$ cat src/rtl/eqor_pkg.sv
// eqor_pkg: shared types, codes and defaults for the event queue with rescan marker.
// No dependencies; imported by every module of the block.
`timescale 1ns / 1ps

package eqor_pkg;

    // Build-time defaults
    localparam int EQOR_QUEUE_DEPTH = 16;
    localparam int EQOR_TAG_WIDTH   = 16;

    // Fixed field widths
    localparam int TAG_FIELD_W = 16;
    localparam int CNT32_W     = 32;
    localparam int CFG_IDX_W   = 2;
    localparam int CFG_DATA_W  = 5;

    // Configuration register indexes
    localparam logic [CFG_IDX_W-1:0] CFG_CAPACITY    = 2'd0;
    localparam logic [CFG_IDX_W-1:0] CFG_HIGH_KIND   = 2'd1;
    localparam logic [CFG_IDX_W-1:0] CFG_RESCAN_KIND = 2'd2;
    localparam logic [CFG_IDX_W-1:0] CFG_UNKNOWN_ENT = 2'd3;

    // Configuration reset values
    localparam logic [4:0] CFG_CAPACITY_RST    = 5'd16;
    localparam logic [3:0] CFG_HIGH_KIND_RST   = 4'd5;
    localparam logic [3:0] CFG_RESCAN_KIND_RST = 4'd6;
    localparam logic [2:0] CFG_UNKNOWN_ENT_RST = 3'd0;

    typedef enum logic [2:0] {
        ACT_PUBLISH      = 3'd0,
        ACT_REPORT_LOSS  = 3'd1,
        ACT_TAKE_NEXT    = 3'd2,
        ACT_ACK_RESCAN   = 3'd3,
        ACT_CLOSE        = 3'd4,
        ACT_BACKEND_DONE = 3'd5,
        ACT_READ_STATS   = 3'd6
    } t_action;

    typedef enum logic [2:0] {
        ST_OK         = 3'd0,
        ST_NO_BUFFERS = 3'd1,
        ST_SHUT_DOWN  = 3'd2,
        ST_ALREADY    = 3'd3,
        ST_NOTHING    = 3'd4
    } t_status;

    typedef enum logic [1:0] {
        LC_OPEN    = 2'd0,
        LC_CLOSING = 2'd1,
        LC_CLOSED  = 2'd2
    } t_lifecycle;

    typedef struct packed {
        logic [2:0]             action;
        logic [3:0]             event_kind;
        logic [2:0]             ent_code;
        logic [TAG_FIELD_W-1:0] path_tag;
        logic [TAG_FIELD_W-1:0] old_path_tag;
    } t_in_item;

    typedef struct packed {
        logic [2:0]             status;
        logic                   has_event;
        logic [3:0]             out_kind;
        logic [2:0]             out_ent_code;
        logic [TAG_FIELD_W-1:0] out_path_tag;
        logic [TAG_FIELD_W-1:0] out_old_path_tag;
        logic [4:0]             queued;
        logic [CNT32_W-1:0]     delivered_count;
        logic [CNT32_W-1:0]     suppressed_count;
        logic [CNT32_W-1:0]     rescan_count;
        logic                   awaiting_rescan_flag;
        logic [1:0]             lifecycle;
    } t_out_item;

    // Controller -> datapath commands
    typedef struct packed {
        logic load;    // latch input beat, read head slot
        logic commit;  // apply the operation, fill output register
    } t_ctl_cmd;

    function automatic logic [CNT32_W-1:0] sat_inc(input logic [CNT32_W-1:0] v);
        sat_inc = (v == {CNT32_W{1'b1}}) ? v : v + 32'd1;
    endfunction

endpackage

$ cat src/rtl/event_queue_with_overflow_rescan_unit.sv
// event_queue_with_overflow_rescan_unit: top level of the change-event queue.
// Depends on eqor_pkg, eqor_ctrl and eqor_dpath.
`timescale 1ns / 1ps
//
//  channel  | direction | handshake                 | payload
//  ---------+-----------+---------------------------+-----------------------------
//  in       | input     | i_in_valid / o_in_ready   | i_in_data  (t_in_item)
//  out      | output    | o_out_valid / i_out_ready | o_out_data (t_out_item)
//  cfg      | input     | i_cfg_we, no wait         | i_cfg_idx, i_cfg_data
//
// Every input beat gives exactly one output beat. An item is handled in order:
// the accept edge issues the registered read of the head slot, then the commit
// applies the operation and loads the output register. The block takes no new
// item until the commit of the current one has been made.
// A result waiting in the output register does not block the next accept;
// the commit of that next item stalls until the output register is free.
// Reset (synchronous, active low) empties the queue, clears all counters and
// flags and restores the config defaults; the slot memory is not cleared.

module event_queue_with_overflow_rescan_unit
    import eqor_pkg::*;
#(
    parameter int QUEUE_DEPTH = EQOR_QUEUE_DEPTH,
    parameter int TAG_WIDTH   = EQOR_TAG_WIDTH
) (
    input  logic                  i_clk,
    input  logic                  i_rst_n,
    // config write port
    input  logic                  i_cfg_we,
    input  logic [CFG_IDX_W-1:0]  i_cfg_idx,
    input  logic [CFG_DATA_W-1:0] i_cfg_data,
    // operation beats
    input  logic                  i_in_valid,
    output logic                  o_in_ready,
    input  t_in_item              i_in_data,
    // result beats
    output logic                  o_out_valid,
    input  logic                  i_out_ready,
    output t_out_item             o_out_data
);

    t_ctl_cmd w_cmd;

    // sequencer: handshakes and output-register occupancy
    eqor_ctrl u_ctrl (
        .i_clk       (i_clk),
        .i_rst_n     (i_rst_n),
        .i_in_valid  (i_in_valid),
        .o_in_ready  (o_in_ready),
        .o_out_valid (o_out_valid),
        .i_out_ready (i_out_ready),
        .o_cmd       (w_cmd)
    );

    // queue storage, flags, saturating statistics, result register
    eqor_dpath #(
        .QUEUE_DEPTH (QUEUE_DEPTH),
        .TAG_WIDTH   (TAG_WIDTH)
    ) u_dpath (
        .i_clk      (i_clk),
        .i_rst_n    (i_rst_n),
        .i_cfg_we   (i_cfg_we),
        .i_cfg_idx  (i_cfg_idx),
        .i_cfg_data (i_cfg_data),
        .i_cmd      (w_cmd),
        .i_in_data  (i_in_data),
        .o_out_data (o_out_data)
    );

endmodule

$ cat src/rtl/eqor_ctrl.sv
// eqor_ctrl: two-state sequencer for the event queue; owns the handshakes.
// Depends on eqor_pkg (t_ctl_cmd).
`timescale 1ns / 1ps

module eqor_ctrl
    import eqor_pkg::*;
(
    input  logic     i_clk,
    input  logic     i_rst_n,
    input  logic     i_in_valid,
    output logic     o_in_ready,
    output logic     o_out_valid,
    input  logic     i_out_ready,
    output t_ctl_cmd o_cmd
);

    typedef enum logic {
        S_IDLE,
        S_EXEC
    } t_state;

    t_state r_state;
    logic   r_out_valid;
    logic   w_out_free;

    // output register free now or emptied this edge
    assign w_out_free   = !r_out_valid || i_out_ready;
    assign o_in_ready   = (r_state == S_IDLE);
    assign o_out_valid  = r_out_valid;
    assign o_cmd.load   = (r_state == S_IDLE) && i_in_valid;
    assign o_cmd.commit = (r_state == S_EXEC) && w_out_free;

    always_ff @(posedge i_clk) begin
        if (!i_rst_n) begin
            r_state     <= S_IDLE;
            r_out_valid <= 1'b0;
        end else begin
            unique case (r_state)
                S_IDLE: begin
                    if (i_in_valid) begin
                        r_state <= S_EXEC;
                    end
                    if (i_out_ready) begin
                        r_out_valid <= 1'b0;
                    end
                end
                S_EXEC: begin
                    if (w_out_free) begin
                        r_state     <= S_IDLE;
                        r_out_valid <= 1'b1;
                    end
                end
                default: begin
                    r_state <= S_IDLE;
                end
            endcase
        end
    end

endmodule

$ cat src/rtl/eqor_dpath.sv
// eqor_dpath: slot memory, indices, flags, counters, config registers, result register.
// Depends on eqor_pkg; driven by commands from eqor_ctrl.
`timescale 1ns / 1ps

module eqor_dpath
    import eqor_pkg::*;
#(
    parameter int QUEUE_DEPTH = EQOR_QUEUE_DEPTH,
    parameter int TAG_WIDTH   = EQOR_TAG_WIDTH
) (
    input  logic                  i_clk,
    input  logic                  i_rst_n,
    input  logic                  i_cfg_we,
    input  logic [CFG_IDX_W-1:0]  i_cfg_idx,
    input  logic [CFG_DATA_W-1:0] i_cfg_data,
    input  t_ctl_cmd              i_cmd,
    input  t_in_item              i_in_data,
    output t_out_item             o_out_data
);

    localparam int CNT_W    = $clog2(QUEUE_DEPTH + 1);
    localparam int IDX_W    = (QUEUE_DEPTH > 1) ? $clog2(QUEUE_DEPTH) : 1;
    localparam int CMP_W    = ((CNT_W > 5) ? CNT_W : 5) + 1;
    localparam int TAG_KEEP = (TAG_WIDTH < TAG_FIELD_W) ? TAG_WIDTH : TAG_FIELD_W;
    localparam int SLOT_W   = 4 + 3 + 2 * TAG_KEEP;

    // config
    logic [4:0] r_cfg_cap;
    logic [3:0] r_cfg_high_kind;
    logic [3:0] r_cfg_rescan_kind;
    logic [2:0] r_cfg_unknown_ent;

    // queue state
    logic [SLOT_W-1:0] r_mem [QUEUE_DEPTH];
    logic [SLOT_W-1:0] r_rd_slot;
    logic [IDX_W-1:0]  r_head, n_head;
    logic [IDX_W-1:0]  r_tail, n_tail;
    logic [CNT_W-1:0]  r_held, n_held;
    logic [CNT32_W-1:0] r_deliv, n_deliv;
    logic [CNT32_W-1:0] r_supp, n_supp;
    logic [CNT32_W-1:0] r_rescan, n_rescan;
    logic [CNT32_W-1:0] r_snap, n_snap;
    logic r_await, n_await;
    logic r_pend, n_pend;
    logic r_taken, n_taken;
    logic r_close, n_close;
    logic r_bdone, n_bdone;

    t_in_item  r_in;
    t_out_item r_out, n_out;

    logic [CMP_W-1:0]  w_cap_raw;
    logic [CMP_W-1:0]  w_cap;
    logic [CMP_W-1:0]  w_head_inc;
    logic [CMP_W-1:0]  w_tail_inc;
    logic [CMP_W-1:0]  w_queued;
    logic              w_full;
    logic              w_mem_we;
    logic [SLOT_W-1:0] w_wr_slot;

    // effective capacity: 0 acts as 1, clamp to built depth
    assign w_cap_raw = {{(CMP_W-5){1'b0}}, r_cfg_cap};
    always_comb begin
        priority if (w_cap_raw == '0) begin
            w_cap = CMP_W'(1);
        end else if (w_cap_raw > CMP_W'(QUEUE_DEPTH)) begin
            w_cap = CMP_W'(QUEUE_DEPTH);
        end else begin
            w_cap = w_cap_raw;
        end
    end

    assign w_full     = {{(CMP_W-CNT_W){1'b0}}, r_held} >= w_cap;
    assign w_head_inc = {{(CMP_W-IDX_W){1'b0}}, r_head} + CMP_W'(1);
    assign w_tail_inc = {{(CMP_W-IDX_W){1'b0}}, r_tail} + CMP_W'(1);
    assign w_wr_slot  = {r_in.event_kind, r_in.ent_code,
                         r_in.path_tag[TAG_KEEP-1:0], r_in.old_path_tag[TAG_KEEP-1:0]};

    always_comb begin
        n_head   = r_head;
        n_tail   = r_tail;
        n_held   = r_held;
        n_deliv  = r_deliv;
        n_supp   = r_supp;
        n_rescan = r_rescan;
        n_snap   = r_snap;
        n_await  = r_await;
        n_pend   = r_pend;
        n_taken  = r_taken;
        n_close  = r_close;
        n_bdone  = r_bdone;
        w_mem_we = 1'b0;
        n_out    = '0;
        n_out.status = ST_OK;

        unique case (t_action'(r_in.action))
            ACT_PUBLISH: begin
                if (r_in.event_kind > r_cfg_high_kind) begin
                    n_supp = sat_inc(r_supp);
                    if (!r_await) begin
                        n_await  = 1'b1;
                        n_pend   = 1'b1;
                        n_taken  = 1'b0;
                        n_rescan = sat_inc(r_rescan);
                    end
                    n_out.status = ST_NO_BUFFERS;
                end else if (r_close) begin
                    n_supp       = sat_inc(r_supp);
                    n_out.status = ST_SHUT_DOWN;
                end else if (r_await || w_full) begin
                    n_supp = sat_inc(r_supp);
                    if (!r_await) begin
                        n_await  = 1'b1;
                        n_pend   = 1'b1;
                        n_taken  = 1'b0;
                        n_rescan = sat_inc(r_rescan);
                    end
                    n_out.status = ST_NO_BUFFERS;
                end else begin
                    w_mem_we = 1'b1;
                    n_tail   = (w_tail_inc >= w_cap) ? '0 : w_tail_inc[IDX_W-1:0];
                    n_held   = r_held + CNT_W'(1);
                end
            end
            ACT_REPORT_LOSS: begin
                n_supp = sat_inc(r_supp);
                if (!r_await) begin
                    n_await  = 1'b1;
                    n_pend   = 1'b1;
                    n_taken  = 1'b0;
                    n_rescan = sat_inc(r_rescan);
                end
            end
            ACT_TAKE_NEXT: begin
                if (r_held != '0) begin
                    n_out.has_event        = 1'b1;
                    n_out.out_kind         = r_rd_slot[SLOT_W-1 -: 4];
                    n_out.out_ent_code     = r_rd_slot[SLOT_W-5 -: 3];
                    n_out.out_path_tag     = TAG_FIELD_W'(r_rd_slot[2*TAG_KEEP-1 -: TAG_KEEP]);
                    n_out.out_old_path_tag = TAG_FIELD_W'(r_rd_slot[TAG_KEEP-1:0]);
                    n_head  = (w_head_inc >= w_cap) ? '0 : w_head_inc[IDX_W-1:0];
                    n_held  = r_held - CNT_W'(1);
                    n_deliv = sat_inc(r_deliv);
                end else if (r_pend) begin
                    n_pend  = 1'b0;
                    n_taken = 1'b1;
                    n_snap  = r_supp;
                    n_out.has_event    = 1'b1;
                    n_out.out_kind     = r_cfg_rescan_kind;
                    n_out.out_ent_code = r_cfg_unknown_ent;
                    n_deliv = sat_inc(r_deliv);
                end else begin
                    n_out.status = ST_NOTHING;
                end
            end
            ACT_ACK_RESCAN: begin
                if (!r_await || !r_taken) begin
                    n_out.status = ST_ALREADY;
                end else if (r_supp != r_snap) begin
                    // drops since the marker went out: re-arm
                    n_pend   = 1'b1;
                    n_taken  = 1'b0;
                    n_rescan = sat_inc(r_rescan);
                end else begin
                    n_await = 1'b0;
                    n_taken = 1'b0;
                end
            end
            ACT_CLOSE: begin
                if (r_close) begin
                    n_out.status = ST_ALREADY;
                end else begin
                    n_close = 1'b1;
                end
            end
            ACT_BACKEND_DONE: begin
                n_bdone = 1'b1;
            end
            default: begin
            end
        endcase

        w_queued = {{(CMP_W-CNT_W){1'b0}}, n_held} + CMP_W'(n_pend);
        n_out.queued               = w_queued[4:0];
        n_out.delivered_count      = n_deliv;
        n_out.suppressed_count     = n_supp;
        n_out.rescan_count         = n_rescan;
        n_out.awaiting_rescan_flag = n_await;
        n_out.lifecycle            = !n_close ? LC_OPEN : (n_bdone ? LC_CLOSED : LC_CLOSING);
    end

    // slot memory: write at tail on commit, registered read of head on load
    always_ff @(posedge i_clk) begin
        if (i_cmd.commit && w_mem_we) begin
            r_mem[r_tail] <= w_wr_slot;
        end
        if (i_cmd.load) begin
            r_rd_slot <= r_mem[r_head];
        end
    end

    // payload registers
    always_ff @(posedge i_clk) begin
        if (i_cmd.load) begin
            r_in <= i_in_data;
        end
        if (i_cmd.commit) begin
            r_out <= n_out;
        end
    end

    // control state and config
    always_ff @(posedge i_clk) begin
        if (!i_rst_n) begin
            r_head            <= '0;
            r_tail            <= '0;
            r_held            <= '0;
            r_deliv           <= '0;
            r_supp            <= '0;
            r_rescan          <= '0;
            r_snap            <= '0;
            r_await           <= 1'b0;
            r_pend            <= 1'b0;
            r_taken           <= 1'b0;
            r_close           <= 1'b0;
            r_bdone           <= 1'b0;
            r_cfg_cap         <= CFG_CAPACITY_RST;
            r_cfg_high_kind   <= CFG_HIGH_KIND_RST;
            r_cfg_rescan_kind <= CFG_RESCAN_KIND_RST;
            r_cfg_unknown_ent <= CFG_UNKNOWN_ENT_RST;
        end else begin
            if (i_cmd.commit) begin
                r_head   <= n_head;
                r_tail   <= n_tail;
                r_held   <= n_held;
                r_deliv  <= n_deliv;
                r_supp   <= n_supp;
                r_rescan <= n_rescan;
                r_snap   <= n_snap;
                r_await  <= n_await;
                r_pend   <= n_pend;
                r_taken  <= n_taken;
                r_close  <= n_close;
                r_bdone  <= n_bdone;
            end
            if (i_cfg_we) begin
                unique case (i_cfg_idx)
                    CFG_CAPACITY:    r_cfg_cap         <= i_cfg_data;
                    CFG_HIGH_KIND:   r_cfg_high_kind   <= i_cfg_data[3:0];
                    CFG_RESCAN_KIND: r_cfg_rescan_kind <= i_cfg_data[3:0];
                    CFG_UNKNOWN_ENT: r_cfg_unknown_ent <= i_cfg_data[2:0];
                    default: begin
                    end
                endcase
            end
        end
    end

    assign o_out_data = r_out;

endmodule
$ cat config.mk
export PLATFORM = sky130hd
export DESIGN_NAME = event_queue_with_overflow_rescan_unit
export DESIGN_NICKNAME = d
export VERILOG_FILES = /design/src/rtl/eqor_pkg.sv /design/src/rtl/event_queue_with_overflow_rescan_unit.sv /design/src/rtl/eqor_ctrl.sv /design/src/rtl/eqor_dpath.sv
export SDC_FILE = /design/constraint.sdc
export NUM_CORES = 1
export LEC_CHECK = 0
export BUFFER_PORTS_ARGS = -buffer_cell sky130_fd_sc_hd__buf_4
export CAP_MARGIN = 20
export CORE_ASPECT_RATIO = 0.7
export CORE_UTILIZATION = 53
export DETAILED_ROUTE_END_ITERATION = 10
export PLACE_DENSITY = 0.7
export SETUP_SLACK_MARGIN = 0.2
export SLEW_MARGIN = 20
export SYNTH_ARGS = -nofsm -noshare
export SYNTH_HDL_FRONTEND = slang
export SYNTH_SLANG_ARGS = --single-unit
$ cat constraint.sdc
create_clock -name i_clk -period 8.8 [get_ports i_clk]
set_input_delay 1.76 -clock i_clk [delete_from_list [all_inputs] [get_ports i_clk]]
set_output_delay 1.76 -clock i_clk [all_outputs]
set_load 0.1 [all_outputs]
# Word-level counts from Yosys, hierarchy flattened
# Memory sizes are Yosys's and may differ from the RTL's. A register that Yosys moved wholly into a read port is not among the register bits.
# Index checks and enable logic that the tools add are counted.
# totals
ff_bits	353
mem_bits_rw	624
inputBits	54
output_inout_bits	149
wordCells	170
memories	1
# op_classes
n_addsub	8
n_lt_le_gt_ge	5
eq_ne	19
muxes	73
n_bitwise	5
reduce_logical	24
# memory_table
memory	depth	word_bits	read_ports	rd_clocked_by_memory_dff	write_ports	line_no	source
u_dpath.r_mem	16	39	1	1	1	eqor_dpath.sv:34	logic [SLOT_W-1:0] r_mem [QUEUE_DEPTH];
# op_table
operator	n
two-way mux 32 bit	15
adder 32 x 1 -> 32 bit, second input constant	3
== test 32 bit, second input constant	3
one-hot mux 32 bit (3 select lines)	1
one-hot mux 32 bit (2 select lines)	1
two-way mux 1 bit	32
!= test 32 bit	1
two-way mux 5 bit	5
two-way mux 8 bit	2
greater-or-equal comparator 6 bit	2
two-way mux 3 bit	4
one-hot mux 3 bit (4 select lines)	1
AND reduction 2 bit	6
adder 4 x 1 -> 5 bit, second input constant	2
one-hot mux 5 bit (2 select lines)	1
two-way mux 4 bit	2
one-hot mux 1 bit (4 select lines)	2
AND reduction 7 bit	1
== test 3 x 2 -> 1 bit, second input constant	2
== test 3 bit, second input constant	2
greater-or-equal comparator 5 x 6 -> 1 bit	1
zero test 6 bit	1
two-way mux 2 bit	3
two-way mux 6 bit	1
25 further kinds	40

# Logic depth before layout (Yosys ltp)
# Gate-level depths: netlist (run 1).
# depth
ltp_word	12
mapped_depth	15
ltp_nobuf	15

# Hierarchy
# A second synthesis (run 1) with hierarchy kept.
# hier_totals
hier_cells	2549
area_unflattened_um2	41239.6
# by_module_without_submodules
module	n_inst	cells_per_inst	area_each_um2	seq_area_each_um2
eqor_dpath	1	2540	41137.0	28827.6
eqor_ctrl	1	9	102.6	40.0

# Worst setup path before layout (run 1)
# No wires, ideal clock.
# synth_timing
path_kind	input to register
from	input port i_out_ready
to	register u_dpath.r_deliv[19]
setup_time_ps	84
arrival_time_ps	7169
required_time_ps	8716
slack_ps	1548
stages	8
n_path_buf	3
cell_sequence	nand2b_1 -> nand2_1 -> clkbuf_1 -> clkinv_1 -> clkbuf_1 -> buf_1 -> nand4_1 -> a21oi_1
# synth_lines
element	line_no	source
start, declared	event_queue_with_overflow_rescan_unit.sv:38	input logic i_out_ready,
end signal, assigned	eqor_dpath.sv:236	r_deliv <= n_deliv;
end, declared	eqor_dpath.sv:39	logic [CNT32_W-1:0] r_deliv, n_deliv;

# Worst setup path after layout (run 1)
# layout_timing
from	register u_dpath.r_cfg_cap[1]
to	memory u_dpath.r_mem[12][2] in the netlist's numbering, enable pin
# layout_via
elab_chain_cells	12
elab_cells_between_ends	13
classes_between	order compare (2); mux (8); reduce/logical (3)
# layout_rtl
element	line_no	source
start, declared	eqor_dpath.sv:28	logic [4:0] r_cfg_cap;
start signal, assigned	eqor_dpath.sv:248	CFG_CAPACITY: r_cfg_cap <= i_cfg_data;
greater-than comparator 5 bit	eqor_dpath.sv:66	end else if (w_cap_raw > CMP_W'(QUEUE_DEPTH)) begin
two-way mux 5 bit	eqor_dpath.sv:66	
two-way mux 6 bit *	eqor_dpath.sv:64	priority if (w_cap_raw == '0) begin
greater-or-equal comparator 5 x 6 -> 1 bit *	eqor_dpath.sv:73	assign w_full = {{(CMP_W-CNT_W){1'b0}}, r_held} >= w_cap;
logical OR 1 bit *	eqor_dpath.sv:110	end else if (r_await || w_full) begin
two-way mux 1 bit *	eqor_dpath.sv:110	
two-way mux 1 bit *	eqor_dpath.sv:107	end else if (r_close) begin
two-way mux 1 bit *	eqor_dpath.sv:98	if (r_in.event_kind > r_cfg_high_kind) begin
two-way mux 1 bit *	eqor_dpath.sv:96	unique case (t_action'(r_in.action))
logical AND 1 bit *	eqor_dpath.sv:194	if (i_cmd.commit && w_mem_we) begin
two-way mux 1 bit *	eqor_dpath.sv:194	
two-way mux 1 bit (implied by the code) *	eqor_dpath.sv:195	r_mem[r_tail] <= w_wr_slot;
end, declared	eqor_dpath.sv:34	
# Mark *: on every way between the ends. The rest lies on a longest branch, timed or not.

==> impl_metrics.csv, run 1 <==
group,metric,value,unit
status,run_status,"completed",
timing,slew_headroom,24.20,%
synthesis,yosys_warnings,0,
synthesis,seq_area_frac_synth,69.02,%
global_routing,grt_pass1_wl,145.9,mm
setup_path,crit_path_start,"u_dpath.r_cfg_cap[1]$_SDFFE_PN0P_",
placed_design,gp_congestion,0.9056,
setup_path,cpMostUsedCell,"nor2_1",
power,leakage,15.56,nW
setup_path,path_delay_family,"simple AND/OR/NAND/NOR gates",
finish,fillers,5576,
detailed_routing,vias_per_cell,6.116,
global_routing,overflow,0,
placed_design,pre_cts_slack,3.816,ns
detailed_routing,route.detailed.drc,0,
power,p_sw_share,22.80,%
hold_path,holdPathStages,2,
power,p_int,7.704,mW
clocking,cts_sinks,1016,
detailed_routing,drt_iter0_markers,2544,
global_routing,grt_usage,24.35,%
synthesis,synth.most_common_cell,"edfxtp_1",
synthesis,synth_top_area_share,61.17,%
power,p_comb_share,5.4,%
setup_path,slowest_delay,0.60,ns
timing,timing.final.crit_share,49.62,%
timing,fmaxAchievable,229.0,MHz
synthesis,syn_area_per_cell,15.93,um^2
global_routing,antenna_found_initial,1,
power,peakVddDrop,0.1442,mV
setup_path,critPathLaunchType,"flop",
timing,finalMaxSlewViolations,0,
power,p_switching,2.275,mW
clocking,cts_hold_buf,0,
placed_design,port_buffers,202,
timing,layout_min_cycle_time,4.367,ns
setup_path,reg2reg_depth,12,
timing,setup_violations,0,
finish,design_area,47550,um^2
synthesis,synth_area_leaders,"edfxtp_1 (61%), mux4_2 (11%), dfxtp_1 (7.8%), xnor2_1 (2.2%), nand2_1 (1.6%)",
setup_path,crit_type,"reg -> reg",
clocking,cts.path.max_buffers,3,
finish,multi_input_area,12310,um^2
setup_path,reg2reg_from,"u_dpath.r_cfg_cap[1]$_SDFFE_PN0P_",
clocking,clock_latency,0.67,ns
placed_design,hpwl,57.30,mm
setup_path,reg2reg_slack,4.43,ns
timing,clock_skew,0.02231,ns
synthesis,synth.largest_area_cell,"edfxtp_1",
timing,worst_slew_pin_slew,1.131,ns
setup_path,path_cells,"nor3_1 -> nor2_1 -> nor2_1 -> ha_1 -> nand2b_1 -> a311o_1 -> a21oi_4 -> nand3_1 -> nor2_1 -> nand2_1 -> nor2_4 -> buf_4",
job,cap_violations,0,
finish,synthToLayoutAreaGrowth,13.70,%
floorplanning,die_w,337.8,um
synthesis,synth-seq-cells,1016,
hold_path,min_path_type,"reg -> reg",
detailed_routing,ant_nets,0,
floorplanning,initial_core_util,53.95,%
setup_path,worst_ep_arrival_time,4.68,ns
synthesis,async_reset_ff_share,0,%
clocking,cts_tree,"done",
synthesis,synth_top_flop_cell,"edfxtp_1",
global_routing,grt_pass1_vias,23682,
synthesis,synthCells,2625,
clocking,cts_made_buffers,94,
finish,regArea,28880,um^2
floorplanning,core_area,77530,um^2
floorplanning,rows,85,
global_routing,grt_max_degree,111,
setup_path,cp.buffers_inverters,1,
clocking,clk_pin_slew,0.06,ns
clocking,clockRootBuffer,"clkbuf_16",
synthesis,yosysUniqueCellTypes,93,
synthesis,synth_common_cells,"edfxtp_1 (852), mux4_2 (195), nand2_1 (183)",
power,power_density,209.9,nW/um^2
floorplanning,chipHeight,237.0,um
timing,tns,0,ns
setup_path,r2r_end,"u_dpath.r_mem[12][2]$_DFFE_PP_",
detailed_routing,drt_first_pass_iters,8,
timing,hold_viol,0,
setup_path,end_kind,"flop",
placed_design,post_dp_cell_area,44460,um^2
synthesis,syn_nets,2710,
detailed_routing,post_drt_wl_per_cell,24.66,um
clocking,cts_setup_buffers,0,
hold_path,min_to,"u_dpath.r_snap[16]$_SDFFE_PN0P_",
setup_path,crit_required,9.11,ns
finish,antennaDiodeCount,0,
synthesis,synth_area,41830,um^2
synthesis,synth_edf_count,852,
finish,fin_nets,2891,
detailed_routing,wl,96.92,mm
timing,timing.final.ws_setup,4.433,ns
power,p_seq_share,53.8,%
clocking,htreeDepth,3,
detailed_routing,vias,24037,
floorplanning,ios,203,
hold_path,min_from,"u_dpath.r_snap[16]$_SDFFE_PN0P_",
setup_path,slowest_stage,"nor2_4",
finish,drive_above_1_share,22.77,%
timing,rsz0062_at_grt,"no",
floorplanning,die-area,80060,um^2
clocking,ctsResizeCount,0,
setup_path,path_max_fanout,22,
power,clkPwrFrac,40.9,%
[final cells by class]
cell class                 instances  area share, %
inverter                          32         0.2736
sequential                      1016          60.74
clock buffer                     118          5.296
tap                             1044          2.747
timing repair buffer             245          3.868
multi-input combinational       1417          25.88
clock inverter                    58          1.202
[registers in the layout, summed over array words and instances (netlist names)]
signal                     cells
u_dpath.r_cfg_unknown_ent      3
u_dpath.r_rescan              32
u_dpath.r_tail                 4
u_dpath.r_rd_slot             39
u_dpath.r_in                  42
u_dpath.r_supp                32
u_dpath.r_held                 5
u_dpath.r_head                 4
u_dpath.r_snap                32
u_dpath.o_out_data           147
u_ctrl.r_state                 1
u_dpath.r_deliv               32
u_dpath.r_cfg_high_kind        4
u_dpath.r_bdone                1
u_dpath.r_cfg_rescan_kind      4
u_dpath.r_taken                1
u_dpath.r_close                1
u_dpath.r_mem                624
u_dpath.r_cfg_cap              5
u_ctrl.o_out_valid             1
u_dpath.r_await                1
u_dpath.r_pend                 1
[cell families (layout without fill, tap and decap cells)]
logic type               count (synthesis)  in the layout  share of synthesized area [%]
flip-flops                            1016           1016                          69.02
AND/OR/NAND/NOR                        716            716                          8.831
AO/OA/AOI/OAI                          276            276                          4.556
buffers and inverters                  192            453                          1.894
multiplexers                           225            225                          11.23
adder cells (fa/ha/maj)                 31             31                         0.9274
XOR/XNOR                               169            169                          3.539
[metal layers]
| layer | GRT usage [%] | up-vias | wire [um] |
|---|---|---|---|
| met4 | 5.937 | 0 | 1757 |
| met1 | 37.23 | 12322 | 43030 |
| met5 | 0 | - | 0 |
| li1 | - | 10572 | - |
| met3 | 4.340 | 126 | 7938 |
| met2 | 36.43 | 1017 | 44200 |
[cell usage in the layout (no fill, tap or decap), types with 7 or more instances in the layout]
master     Yosys  routed
a211oi_1       8       8
a21o_1        10      10
a21oi_1       83      83
a22o_1         7       7
a31oi_1       16      16
and2_1        45      45
and3_1        24      24
and4_1        16      16
buf_4          3     245
bufinv_16      0       9
clkbuf_1      96      18
clkbuf_16      0      96
clkinv_1       1      17
clkinv_2       0      20
dfxtp_1      164     160
edfxtp_1     852     852
ha_1          31      31
inv_1         30      29
mux2i_1       25      25
mux4_2       195     195
nand2_1      183     181
nand2b_1      14      14
nand3_1       69      69
nand4_1       47      47
nor2_1       163     151
nor2_4         0      13
nor3_1        52      48
nor3_2         4       8
nor4_1        20      19
o211ai_1      13      13
o21a_1        11      11
o21ai_0       41      41
o31ai_1       18      18
or3_1         18      18
or4_1         17      17
xnor2_1      104     104
xor2_1        65      65
[worst reg2reg max path: stages, from the launching register on]
cell      delay [ns]
dfxtp_1         0.34
nor3_1          0.20
nor2_1          0.06
nor2_1          0.25
ha_1            0.29
nand2b_1        0.19
a311o_1         0.43
a21oi_4         0.32
nand3_1         0.15
nor2_1          0.36
nand2_1         0.32
nor2_4          0.61
buf_4           0.49
[worst max-delay path by stage]
| stage | cells after the start | endpoint |
|---|---|---|
| after CTS | 12 | u_dpath.r_mem[12][3]$_DFFE_PP_ |
| after floorplan | 8 | u_dpath.r_deliv[19]$_SDFFE_PN0P_ |
| after global placement | 10 | u_dpath.r_deliv[11]$_SDFFE_PN0P_ |
| after global routing | 12 | u_dpath.r_mem[12][3]$_DFFE_PP_ |
| after detailed placement | 10 | u_dpath.r_deliv[5]$_SDFFE_PN0P_ |
| final | 12 | u_dpath.r_mem[12][2]$_DFFE_PP_ |
[through the flow]
stage / hold WS [ns] / utilization (%) / cells / power, mW
final: 0.4712 / 61.34 / 3930 / 9.980
after floorplan: 0.4455 / - / 2625 / 5.833
after CTS: 0.4703 / 61.32 / 3930 / 10.04
after global routing: 0.4889 / 61.34 / 3930 / 10.27
after detailed placement: 0.4616 / 57.34 / 3754 / 5.998
after global placement: 0.4548 / 57.34 / 3754 / 5.983
[power by group through the flow]
| stage | clock [mW] | sequential (mW) | combinational [mW] |
|---|---|---|---|
| 4_1_cts | 4.15 | 5.36 | 0.532 |
| 2_1_floorplan | 0 | 5.66 | 0.169 |
| 3_3_place_gp | 0 | 5.46 | 0.524 |
| 6_report | 4.08 | 5.36 | 0.534 |
| 3_5_place_dp | 0 | 5.47 | 0.530 |
| 5_1_grt | 4.34 | 5.37 | 0.557 |
(Power assumes the default switching activity.)
==> run 2: changes to the inputs <==
Clock period 8.8 ns to 4.25 ns, I/O delays scaled along.
==> run 2 against run 1 <==
Compared with the run above:
- die area did not move
- largest cell class unchanged
- setup slack got worse by 3.9 ns
- combinational power rose by 110%
==> impl_metrics.csv, run 2 (synthesized netlist as in run 1, its figures left out) <==
group,metric,value,unit
timing,worst_slew_pin_slew,1.142,ns
timing,fmaxAchievable,271.3,MHz
power,leakage,15.72,nW
finish,fin_util,61.90,%
finish,synthToLayoutAreaGrowth,14.74,%
setup_path,cpMostUsedCell,"nor2_1",
setup_path,crit_type,"reg -> reg",
power,p_sw_share,22.86,%
global_routing,grt_usage,24.46,%
timing,timing.final.crit_share,86.73,%
clocking,cts_tree,"done",
power,p_comb_share,5.5,%
floorplanning,rows,85,
detailed_routing,drt_first_pass_iters,5,
setup_path,path_cells,"nor3_1 -> nor2_1 -> nor2_1 -> ha_1 -> nand2b_1 -> a311o_1 -> a21oi_4 -> nand3_1 -> nor2_2 -> nand2_1 -> nor2_4 -> buf_4",
placed_design,gp_congestion,0.8938,
timing,hold_viol,0,
power,p_switching,4.738,mW
finish,largest_reg_flops,624,
global_routing,grt_pass1_wl,146.0,mm
setup_path,slowest_delay,0.43,ns
clocking,cts_made_buffers,94,
finish,antennaDiodeCount,0,
timing,setup_violations,0,
floorplanning,die-area,80060,um^2
power,power_density,431.8,nW/um^2
clocking,cts_sinks,1016,
setup_path,critPathLaunchType,"flop",
clocking,clk_pin_slew,0.06,ns
clocking,clock_latency,0.67,ns
global_routing,grt_max_degree,126,
setup_path,crit_required,4.57,ns
detailed_routing,ant_nets,0,
clocking,ctsResizeCount,0,
detailed_routing,drt_iter0_markers,2657,
detailed_routing,post_drt_wl_per_cell,24.42,um
finish,fin_nets,2920,
detailed_routing,vias_per_cell,6.096,
setup_path,worst_ep_arrival_time,4.00,ns
clocking,cts_setup_buffers,0,
detailed_routing,vias,24120,
placed_design,hpwl,59.75,mm
floorplanning,die_w,337.8,um
power,p_seq_share,53.6,%
hold_path,min_path_type,"in -> reg",
timing,hold_ws,0.3544,ns
finish,fillers,5503,
floorplanning,ios,203,
clocking,clockRootBuffer,"clkbuf_16",
global_routing,overflow,0,
setup_path,path_max_fanout,21,
power,p_int,15.98,mW
clocking,cts.path.max_buffers,3,
timing,finalMaxSlewViolations,0,
floorplanning,initial_core_util,53.95,%
finish,layout_common_cells,"edfxtp_1 (852), buf_4 (256), mux4_2 (195)",
finish,layout_commonest_cell,"edfxtp_1",
finish,largest-register,"u_dpath.r_mem",
detailed_routing,wl,96.64,mm
global_routing,antenna_found_initial,1,
status,run_status,"completed",
timing,layout_min_cycle_time,3.686,ns
finish,drive_above_1_share,23.52,%
placed_design,port_buffers,202,
timing,slew_headroom,23.49,%
setup_path,end_kind,"flop",
detailed_routing,route.detailed.drc,0,
setup_path,slowest_stage,"a311o_1",
global_routing,grt_pass1_vias,23586,
power,peakVddDrop,0.4460,mV
floorplanning,core_area,77530,um^2
power,clkPwrFrac,40.9,%
job,cap_violations,0,
floorplanning,chipHeight,237.0,um
clocking,cts_hold_buf,0,
timing,clock_skew,0.02445,ns
timing,rsz0062_at_grt,"no",
clocking,htreeDepth,3,
==> run 2: cell count changes in the layout (fill, tap and decap cells not counted), moves of 2 or more <==
cell	change
buf_6	+3
buf_4	+11
inv_6	+2
clkinv_1	-5
buf_12	+15
clkbuf_1	+3
nor3_2	-4
nor3_4	+4
==> run 2: worst paths after layout <==
path | from | to | slack, ns | cells after the start
worst max-delay path | u_dpath.r_cfg_cap[1]$_SDFFE_PN0P_ | u_dpath.r_mem[4][12]$_DFFE_PP_ | 0.56 | 12
worst min-delay path | i_in_data[15] | u_dpath.r_in[15]$_DFFE_PP_ | 0.35 | 1
worst max register to register | u_dpath.r_cfg_cap[1]$_SDFFE_PN0P_ | u_dpath.r_mem[4][12]$_DFFE_PP_ | 0.56 | 12
worst min register to register | u_dpath.r_snap[23]$_SDFFE_PN0P_ | u_dpath.r_snap[23]$_SDFFE_PN0P_ | 0.47 | 2
==> run 2: power groups by stage <==
stage               registers, mW  logic [mW]  clock network, mW
floorplan                    11.7       0.350                  0
global placement             11.3        1.13                  0
detailed placement           11.3        1.14                  0
CTS                          11.1        1.14               8.63
global route                 11.1        1.19               9.00
finish                       11.1        1.14               8.48
==> run 2: layout make-up <==
cell class / instances / area (um^2) / share of cell area, %
sequential: 1016 / 28880 / 60.18
multi-input combinational: 1417 / 12320 / 25.68
clock buffer: 119 / 2489 / 5.186
timing repair buffer: 274 / 2256 / 4.701
tap: 1044 / 1306 / 2.722
clock inverter: 55 / 604.3 / 1.259
inverter: 32 / 130.1 / 0.2712
==> run 2: critical path: cells and delay by family (launching register included) <==
kind / cells / cell delay, ns
AO/OA/AOI/OAI: 2 / 0.74
flip-flops: 1 / 0.33
adder cells (fa/ha/maj): 1 / 0.28
AND/OR/NAND/NOR: 8 / 1.54
buffers and inverters: 1 / 0.38
==> run 2: through the flow <==
step	cell area (um^2)	power, mW	setup WS, ns	TNS [ns]	cells
final	47990	20.72	0.5640	0	3957
after global routing	47990	21.30	0.3346	0	3957
after CTS	47980	20.87	0.3541	0	3957
after detailed placement	44880	12.45	0.3776	0	3783
after global placement	44880	12.43	0.4046	0	3783
after floorplan	41860	12.06	-0.04647	-14.40	2625
==> run 2: routing by layer <==
| layer | vias to the layer above | global-route usage, % | share of wire, % |
|---|---|---|---|
| met5 | - | 0 | 0 |
| li1 | 10617 | - | - |
| met3 | 124 | 5.094 | 8.7 |
| met2 | 1049 | 35.76 | 45 |
| met4 | 0 | 5.101 | 1.7 |
| met1 | 12330 | 38.00 | 45 |
